### src/hdl/dmc_pkg.sv
// Shared constants and controller/datapath interface types for the
// direct-mapped cache tag checker. No dependencies.
package dmc_pkg;

    localparam int ADDR_W          = 32;
    localparam int COUNT_W         = 32;
    localparam int CFG_W           = 4;
    localparam int CFG_IDX_W       = 1;

    localparam int OFFSET_MIN      = 4;
    localparam int OFFSET_MAX      = 8;
    localparam int INDEX_MIN       = 4;

    localparam int MAX_LINES_DEF   = 16384;
    localparam int ADDR_WIDTH_DEF  = 32;

    localparam logic [CFG_W-1:0] OFFSET_RESET = 4'd4;
    localparam logic [CFG_W-1:0] INDEX_RESET  = 4'd8;

    localparam logic [CFG_IDX_W-1:0] CFG_OFFSET_BITS = 1'b0;
    localparam logic [CFG_IDX_W-1:0] CFG_INDEX_BITS  = 1'b1;

    localparam logic ACTION_ACCESS = 1'b0;
    localparam logic ACTION_CLEAR  = 1'b1;

    localparam logic [COUNT_W-1:0] COUNT_TOP = {COUNT_W{1'b1}};

    typedef struct packed {
        logic acc_load;
        logic clr_load;
        logic mem_read;
        logic check;
        logic sweep_step;
    } dmc_cmd_t;

    typedef struct packed {
        logic sweep_last;
    } dmc_sts_t;

endpackage

### src/hdl/dmc_ctrl.sv
// Sequencer for the cache tag checker: reset sweep, access and clear flow.
// Depends on dmc_pkg.
module dmc_ctrl (
    input  logic            clk,
    input  logic            rst_n,
    input  logic            start,
    input  logic            action,
    input  dmc_pkg::dmc_sts_t sts,
    output dmc_pkg::dmc_cmd_t cmd,
    output logic            busy,
    output logic            done
);
    import dmc_pkg::*;

    localparam logic [2:0] S_INIT  = 3'd0;
    localparam logic [2:0] S_IDLE  = 3'd1;
    localparam logic [2:0] S_READ  = 3'd2;
    localparam logic [2:0] S_CHECK = 3'd3;
    localparam logic [2:0] S_CLEAR = 3'd4;

    logic [2:0] state_reg;
    logic [2:0] state_next;
    logic       done_reg;
    logic       done_next;

    always_comb
    begin
        state_next = state_reg;
        done_next  = 1'b0;
        cmd        = '0;
        unique case (state_reg) inside
            S_IDLE:
            begin
                if (start)
                begin
                    if (action == ACTION_CLEAR)
                    begin
                        cmd.clr_load = 1'b1;
                        state_next   = S_CLEAR;
                    end
                    else
                    begin
                        cmd.acc_load = 1'b1;
                        state_next   = S_READ;
                    end
                end
            end
            S_READ:
            begin
                cmd.mem_read = 1'b1;
                state_next   = S_CHECK;
            end
            S_CHECK:
            begin
                cmd.check  = 1'b1;
                done_next  = 1'b1;
                state_next = S_IDLE;
            end
            S_INIT, S_CLEAR:
            begin
                cmd.sweep_step = 1'b1;
                if (sts.sweep_last)
                begin
                    done_next  = (state_reg == S_CLEAR);
                    state_next = S_IDLE;
                end
            end
            default:
            begin
                state_next = S_INIT;
            end
        endcase
    end

    always_ff @(posedge clk or negedge rst_n)
    begin
        if (!rst_n)
        begin
            state_reg <= S_INIT;
            done_reg  <= 1'b0;
        end
        else
        begin
            state_reg <= state_next;
            done_reg  <= done_next;
        end
    end

    assign busy = (state_reg != S_IDLE);
    assign done = done_reg;

endmodule

### config.mk
export PLATFORM = sky130hd
export DESIGN_NAME = dmc_ctrl
export DESIGN_NICKNAME = d
export VERILOG_FILES = /design/src/hdl/dmc_pkg.sv /design/src/hdl/dmc_ctrl.sv
export SDC_FILE = /design/constraint.sdc
export NUM_CORES = 1
export LEC_CHECK = 0
export CORE_AREA = 4 4 41 43
export CTS_CLUSTER_SIZE = 16
export DETAILED_ROUTE_END_ITERATION = 6
export DIE_AREA = 0 0 45 47
export DONT_BUFFER_PORTS = 1
export PLACE_DENSITY_LB_ADDON = 0.3
export SLEW_MARGIN = 30
export SYNTH_ARGS = -nofsm -noshare
export SYNTH_HDL_FRONTEND = slang
export SYNTH_SLANG_ARGS = --single-unit
### constraint.sdc
create_clock -name clk -period 1.05 [get_ports clk]
set_input_delay 0.0525 -clock clk [delete_from_list [all_inputs] [get_ports clk]]
set_output_delay 0.0525 -clock clk [all_outputs]
set_load 0.005 [all_outputs]
Word-level counts from Yosys, hierarchy flattened
Index checks and enable logic that the tools add are counted.
- reductions and logical operators: 3
- multiplexer cells: 13
- equality and inequality tests: 7
- operator list (operator ; number):
    $pmux W3 S4 ; 1
    $mux W3 ; 3
    $eq A3 B2 Y1 const B ; 2
    $mux W1 ; 6
    $mux W2 ; 2
    $ne A2 B2 Y1 const B ; 2
    $eq A3 B1 Y1 const B ; 1
    $eq A3 B3 Y1 const B ; 1
    $logic_not A3 Y1 ; 1
    $ne A3 B1 Y1 const B ; 1
    $pmux W1 S2 ; 1
    $reduce_and A2 Y1 ; 1
    $reduce_or A2 Y1 ; 1
- word-level logic and storage cells: 25
- flip-flop bits (word level): 4
- input bits: 5

Logic depth before layout (Yosys ltp)
Gate-level depths: netlist (run 1).
- word-level depth: 4
- depth in mapped cells: 3
- depth with buffers taken out: 3

Worst setup path before layout (run 1)
OpenSTA, ideal clock, no wires.
- path type: register to register
- start point: reg state_reg[1]
- end point: reg state_reg[1]
- path buffers: 0
- library setup time: 78 ps
- path slack: -63 ps
- arrival: 1035 ps
- cell stages (with the launch flop): 3
- path through: dfrtp_1 -> or4b_1 -> a21oi_1
- longest elaborated chain between the ends: 4
- elaborated cells on any way between the ends: 10
- those cells by class: eq/ne: 6; mux: 1; reduce/logical: 3
- ends and longest elaborated chain (what ; RTL line ; source):
    start, declared ; dmc_ctrl.sv:21 ; logic [2:0] state_reg;
    start signal, assigned ; dmc_ctrl.sv:84 ; state_reg <= state_next;
    $eq A3 B3 Y1 or $logic_not A3 Y1 (tied branches) ; - ;
    $reduce_or A2 Y1 ; dmc_ctrl.sv:31 ; unique case (state_reg) inside
    $ne A2 B2 Y1 (no line) ; - ;
    $reduce_and A2 Y1 (no line) ; - ;
Parallel ways exist; a longest one is shown, timed or not.
A chain may end at the register's enable or synchronous reset.

==> results of run 1 <==
## logic make-up after synthesis
group / count (synthesis) / share of synthesized area (%)
buffers and inverters: 1 / 1.84
and+or+nand+nor: 13 / 33.1
DFF: 4 / 49.1
AOI/OAI and AO/OA: 5 / 16.0
## power by group through the flow
stage               Sequential, mW  Clock [mW]  Combinational [mW]
finish                       0.263       0.189               0.536
global route                 0.274       0.205               0.593
CTS                          0.257       0.203               0.483
detailed placement           0.252           0               0.387
global placement             0.249           0               0.380
floorplan                    0.272           0               0.187
## worst register-to-register path, stage by stage, from the launching register on
cell and delay, ps:
dfrtp_1 360, or4b_1 520, a21oi_2 150
## area by class of cell
cell class | instances | area (µm²)
Clock buffer | 3 | 22.5
Fill cell | 140 | 948
Inverter | 1 | 3.75
Multi-Input combinational cell | 18 | 131
Sequential cell | 4 | 100
Tap cell | 15 | 18.8
Timing Repair Buffer | 9 | 76.3
## stage by stage
step / instance area (µm²) / instances / util [%] / setup slack, ps / setup TNS (ps)
2_1_floorplan: 204 / 23 / - / -30.3 / -30.3
3_3_place_gp: 260 / 43 / 20.0 / -3.01 / -3.01
3_5_place_dp: 260 / 43 / 20.0 / -33.0 / -33.0
4_1_cts: 335 / 50 / 25.8 / -128 / -583
5_1_grt: 353 / 50 / 27.1 / -149 / -851
6_report: 353 / 50 / 27.1 / -115 / -499
## path summary, 6_finish.rpt
path | from | endpoint
max | state_reg[0] | cmd[2]
min | action | state_reg[1]
max reg2reg | state_reg[1] | state_reg[1]
min reg2reg | state_reg[1] | state_reg[2]
max in group asynchronous | rst_n | state_reg[2]
min in group asynchronous | rst_n | done
## layout by cell type, fill, tap and decap left out
cell type	count
a21oi_1	1
a21oi_2	1
a31o_2	1
a32oi_1	1
and2_1	1
buf_4	6
buf_6	1
clkbuf_4	3
dfrtp_1	4
dlygate4sd3_1	2
inv_1	1
nand2_1	2
nand2b_2	1
nor2_1	2
nor2_2	2
nor2_4	1
nor2b_4	1
nor3_2	1
o21ai_1	1
or2b_1	1
or4b_1	1
## metal layers
metal / part of all wire, % / GRT usage, % / up-vias
li1: - / - / 105
met1: 46 / 8.47 / 101
met2: 41 / 7.34 / 12
met3: 12 / 2.68 / 0
met4: 0 / 5.26 / 0
met5: 0 / 0 / -
## repair_timing
| action | in CTS | in global routing |
|---|---|---|
| setup endpoints to repair | 6 | 9 |
| pin swaps | 2 | 5 |
| hold buffers | 2 | 0 |
| gates resized for setup | 5 | 6 |
| setup buffers | 2 | 0 |
| endpoints found under the hold margin | 7 | 0 |
==> reports/results.env, run 1 <==
PORT-BUFFER-COUNT=0
SYN2LAYOUT_AREA_GROWTH_PCT=73.0
YOSYSWARNINGS=0
TIMING.FINAL.MAX_SLEW_VIOLATIONS=0
SYNTH.FF_LATCH_COUNT=4
MAX_SLEW.WORST_PIN.SLEW_PS=203
FIRST_PASS_ITERS=2
FAILING_CHECKS='negative setup slack'
SYNTHESIZED_NETLIST_CELL_COUNT=23
LAYOUT-DRIVE-GT1-SHARE_PCT=51.4
FINALWIRELENGTH_UM=571
SEQ_POWER_SHARE_PCT=26.6
CRIT_BUF_INV=1
YS_TYPES=14
START_UTIL_PCT=15.7
FF_TO_FF_PATH_DEPTH=2
CLKTRANSATPATHREGS_PS=40
FINAL-SETUP-VIOL-COUNT=6
SYN_AREA_PER_CELL_UM2=8.87
CRIT_SLOWEST_CELL='dfrtp_1'
MAXCAPVIOLCOUNT=0
UNREPAIRED_SETUP_ENDPOINTS_AFTER_GLOBAL_ROUTING='yes'
SYNTH.LARGEST_AREA_CELL='dfrtp_1'
WORST_PATH_DOMINANT_CELL_FAMILY='flip-flops'
MAX-VDD-IR-DROP_uV=656
SKEW_PS=0.212
YS_SEQ_AREA_SHARE_PCT=49.1
ROUTE.DETAILED.WL_PER_INST_UM=11.4
GR_OVERFLOW_TOTAL=0
NET_SWITCHING_uW=355
DIEHEIGHT_UM=47
POWER_DENSITY_nW_PER_UM2=2800
CP-END-KIND='output port'
GRT_PASS1_WL_UM=883
VIASPERCELL=4.36
YS.FLOP_TYPE='dfrtp_1'
I_O_PIN_CNT=12
GRT_ANTENNA_BEFORE_REPAIR=0
COMB_POWER_SHARE_PCT=54.2
YS_TOP_CELLS_BY_AREA='dfrtp_1 (49%), nor2_1 (9.2%), a21oi_1 (4.9%)'
CTSHTREEMAXLEVEL=1
YS_ASYNC_SR_FRACTION_PCT=100
PLACE.GP.CONGESTION=0.839
LEAKAGEPOWER_nW=0.160
CTS_TREE='built'
HOLD_VIOL_FINAL=0
PERIOD_MINUS_SLACK_PS=1170
POST-ROUTE-PERIOD-UTIL_PCT=111
VIAS_IN_THE_FIRST_GLOBAL_ROUTE=212
CRITICAL_PATH_MAX_STAGE_DELAY_PS=400
TIMING.CRITICAL_PATH.FROM_TYPE='register'
SYN_NETS=28
NET_TOTAL_IN_THE_FINAL_LAYOUT=42
WORSTSETUPPATHDEPTH=3
CELL_AT_THE_ROOT_OF_THE_CLOCK_TREE='clkbuf_4'
RELSLEWSLACK_PCT=86.4
VIA_COUNT=218
SYNTH_ENABLE_FLOP_CELLS=0
TOTAL_POWER_uW=989
RUN_STATUS='complete, but fails checks'
FMAX_MHz=858
LAYOUT_SETUP_WS_PS=-115
CTS_BUFFERS=3
GRT_START_MAX_NET_PINS=7
CLOCK_POWER_SHARE_PCT=19.2
WORSTHOLDPATHCELLS=2
ROW_COUNT=13
DRC=0
CLOCK_SINKS=4
HOLD_CLASS='input pin to register'
FINAL.HOLD.WORST_SLACK_PS=17.2
SYNTHDOMINANTCELLAREASHARE_PCT=49.1
ANTENNADIODECOUNT=0
SYNTH.CELLS.MOST_FREQUENT='nor2_1 (5), dfrtp_1 (4), a21oi_1 (2), nand2_1 (2)'
SWITCHING_SHARE_PCT=36.0
WORSTSKEWPAIRLATENCY_PS=230
POST-SYNTH-TOP-COUNT-CELL='nor2_1'
LARGEST_REGISTER_FF_COUNT=3
GLOBAL_ROUTE.USAGE.TOTAL_PCT=6.25
CORE_AREA_UM2=1300
CP_CELL_SEQUENCE='buf_6, or2b_1, nor2_2'
DRT_ITER0_DRC=1
CRITPATHMAXFANOUT=3
SETUP.REG_TO_REG.WORST_SLACK_PS=-60
CRITICAL_PATH_CLASS='register to output port'
P_INT_uW=633
MAX_CLOCK_BUF_DEPTH=2
POST_SYNTHESIS_CELL_AREA_UM2=204
DIE_AREA_UM2=2120
ROUTE.ANTENNA.REMAINING_NETS=0
WORSTPATHARRIVAL_PS=1110
FLOORPLAN.DIE.WIDTH_UM=45
TIMING.CRITICAL_PATH.REQUIRED_PS=1000
HPWL_UM=415
(Power assumes the default switching activity.)
==> run 2, diff against run 1 <==
CAP_MARGIN = 20   (was unset)
PLACE_DENSITY_LB_ADDON = unset   (was 0.3)
SETUP_SLACK_MARGIN = 0.2   (was unset)
==> reports/results.env, run 2 (synthesized netlist as in run 1, its figures left out) <==
SYN2LAYOUT_AREA_GROWTH_PCT=75.5
WORSTSETUPENDPOINT='cmd[2]'
VIASPERCELL=4.20  # -3.6%
PORT-BUFFER-COUNT=0  # unchanged
FLOORPLAN.DIE.WIDTH_UM=45  # unchanged
PLACE.GP.CONGESTION=0.782  # -6.8%
CP-END-KIND='output port'
FF_TO_FF_PATH_DEPTH=2  # unchanged
DRC=0  # unchanged
VIA_COUNT=206  # -5.5%
GLOBAL_ROUTE.USAGE.TOTAL_PCT=7.69  # +1.4 points
FAILING_CHECKS='negative hold slack, negative setup slack'
MAX_SLEW.WORST_PIN.SLEW_PS=205  # +1.80 ps
FIRST_PASS_ITERS=4  # +2
CRITICAL_PATH_CLASS='register to output port'
ROW_COUNT=13  # unchanged
HOLD_VIOL_FINAL=1  # +1
I_O_PIN_CNT=12  # unchanged
GRT_ANTENNA_BEFORE_REPAIR=0  # unchanged
WORST_R2R_STARTPOINT='state_reg[1]'
PERIOD_MINUS_SLACK_PS=1160  # -9.44 ps
HPWL_UM=460  # +11%
NET_TOTAL_IN_THE_FINAL_LAYOUT=41  # -2.4%
DETAILEDPLACE.WORSTSLACK_PS=-33.8  # -0.779 ps
WORSTREG2REGEND='state_reg[1]'
LAYOUT-DRIVE-GT1-SHARE_PCT=44.1  # -7.3 points
DIE_AREA_UM2=2120  # unchanged
ROUTE.ANTENNA.REMAINING_NETS=0  # unchanged
CTSHTREEMAXLEVEL=1  # unchanged
LARGEST_REGISTER_FF_COUNT=3  # unchanged
START_UTIL_PCT=15.7  # unchanged
FINAL-SETUP-VIOL-COUNT=6  # unchanged
MAX-VDD-IR-DROP_uV=1020  # +55%
TIMING.CRITICAL_PATH.REQUIRED_PS=1000  # about the same
MAX_CLOCK_BUF_DEPTH=2  # unchanged
GR_OVERFLOW_TOTAL=0  # unchanged
FILLERINSTANCES=151  # +7.9%
CTS_TREE='built'
POST-ROUTE-PERIOD-UTIL_PCT=110  # -0.90 points
ROUTE.DETAILED.WL_PER_INST_UM=12.4  # +9.0%
VIAS_IN_THE_FIRST_GLOBAL_ROUTE=229  # +8.0%
MOSTFREQUENTLAYOUTCELL='dfrtp_1'
GRT_PASS1_WL_MM=1.06  # +19%
CELL_AT_THE_ROOT_OF_THE_CLOCK_TREE='clkbuf_4'
POWER_DENSITY_nW_PER_UM2=2810  # +0.43%
MAXCAPVIOLCOUNT=0  # unchanged
CORE_AREA_UM2=1300  # unchanged
GRT_START_MAX_NET_PINS=7  # unchanged
TIMING.CRITICAL_PATH.FROM_TYPE='register'
SETUP.REG_TO_REG.WORST_SLACK_PS=-50  # about the same
FMAX_MHz=865  # +0.82%
WORSTPATHARRIVAL_PS=1100  # about the same
CRITPATHMAXFANOUT=4  # +1
DRT_ITER0_DRC=2  # +1
DIEHEIGHT_UM=47  # unchanged
RELSLEWSLACK_PCT=86.3  # -0.11 points
UNREPAIRED_SETUP_ENDPOINTS_AFTER_GLOBAL_ROUTING='yes'
RUN_STATUS='complete, but fails checks'
SKEW_PS=7.41  # +7.20 ps
WORSTSKEWPAIRLATENCY_PS=240  # about the same
CLKTRANSATPATHREGS_PS=40  # about the same
HOLD_CLASS='input pin to register'
LAYOUT_SETUP_WS_PS=-106  # +9.44 ps
STARTPOINT='state_reg[0]'
FINAL.HOLD.WORST_SLACK_PS=-4.86  # -22.0 ps
COMMONEST_NON_FILL_NON_TAP_CELLS_IN_THE_LAYOUT='dfrtp_1 (4), nor2_1 (3), clkbuf_4 (3), buf_4 (3), buf_6 (3)'
CTS_HOLD_BUFFERS=2  # unchanged
FINALWIRELENGTH_UM=610  # +6.8%
CLOCK_SINKS=4  # unchanged
FINAL_UTIL_PCT=27.5  # +0.38 points
TIMING.FINAL.MAX_SLEW_VIOLATIONS=0  # unchanged
LEAKAGEPOWER_nW=0.163  # +2.1%
ANTENNADIODECOUNT=0  # unchanged
CTS_BUFFERS=3  # unchanged
## run 2: area by class of cell
cell class	instances	area, µm²	area share, %
Clock buffer	3	22.5	6.29
Timing Repair Buffer	8	76.3	21.3
Tap cell	15	18.8	5.24
Multi-Input combinational cell	18	136	38.1
Inverter	1	3.75	1.05
Sequential cell	4	100	28.0
## run 2: routing by layer
layer / part of all wire [%] / vias up / track usage [%]
met5: 0 / - / 0
met4: 0 / 0 / 8.77
met3: 5.6 / 0 / 3.83
met2: 54 / 5 / 10.7
met1: 40 / 98 / 7.82
li1: - / 103 / -
## run 2: power breakdown
part	total, mW	internal, mW	switching, mW
Sequential	0.264	0.217	0.0479
Clock	0.192	0.128	0.0641
Combinational	0.551	0.298	0.252
## run 2: stage by stage
| stage | setup TNS [ps] | power (mW) | area, µm² | hold WS [ps] | std cells |
|---|---|---|---|---|---|
| after floorplan | -30.0 | 0.492 | 216 | -243 | 23 |
| after global placement | 0 | 0.668 | 273 | -243 | 43 |
| after detailed placement | -33.8 | 0.672 | 273 | -243 | 43 |
| after CTS | -534 | 1.03 | 358 | -14.4 | 49 |
| after global routing | -778 | 1.09 | 358 | -3.63 | 49 |
| final | -397 | 1.01 | 358 | -4.86 | 49 |
## run 2: what timing repair did
item | 4_1_cts | 5_1_grt
pin swaps | 3 | 1
gates resized for setup | 8 | 0
endpoints found under the setup margin | 10 | 10
hold endpoints to repair | 7 | 1
setup buffers | 1 | 0
## run 2: how the worst min path moves through the flow
stage	start	to	slack, ps	cells past startpoint
5_1_grt	action	state_reg[1]	-4	2
6_report	action	state_reg[1]	-5	2
2_1_floorplan	rst_n	done	-240	0
3_3_place_gp	rst_n	state_reg[1]	-240	0
3_5_place_dp	rst_n	done	-240	0
4_1_cts	action	state_reg[1]	-10	2
## run 2: critical path, cell delays in order, from the launching register on
cell and delay, ps:
dfrtp_1 390, buf_6 130, or2b_1 240, nor2_2 110
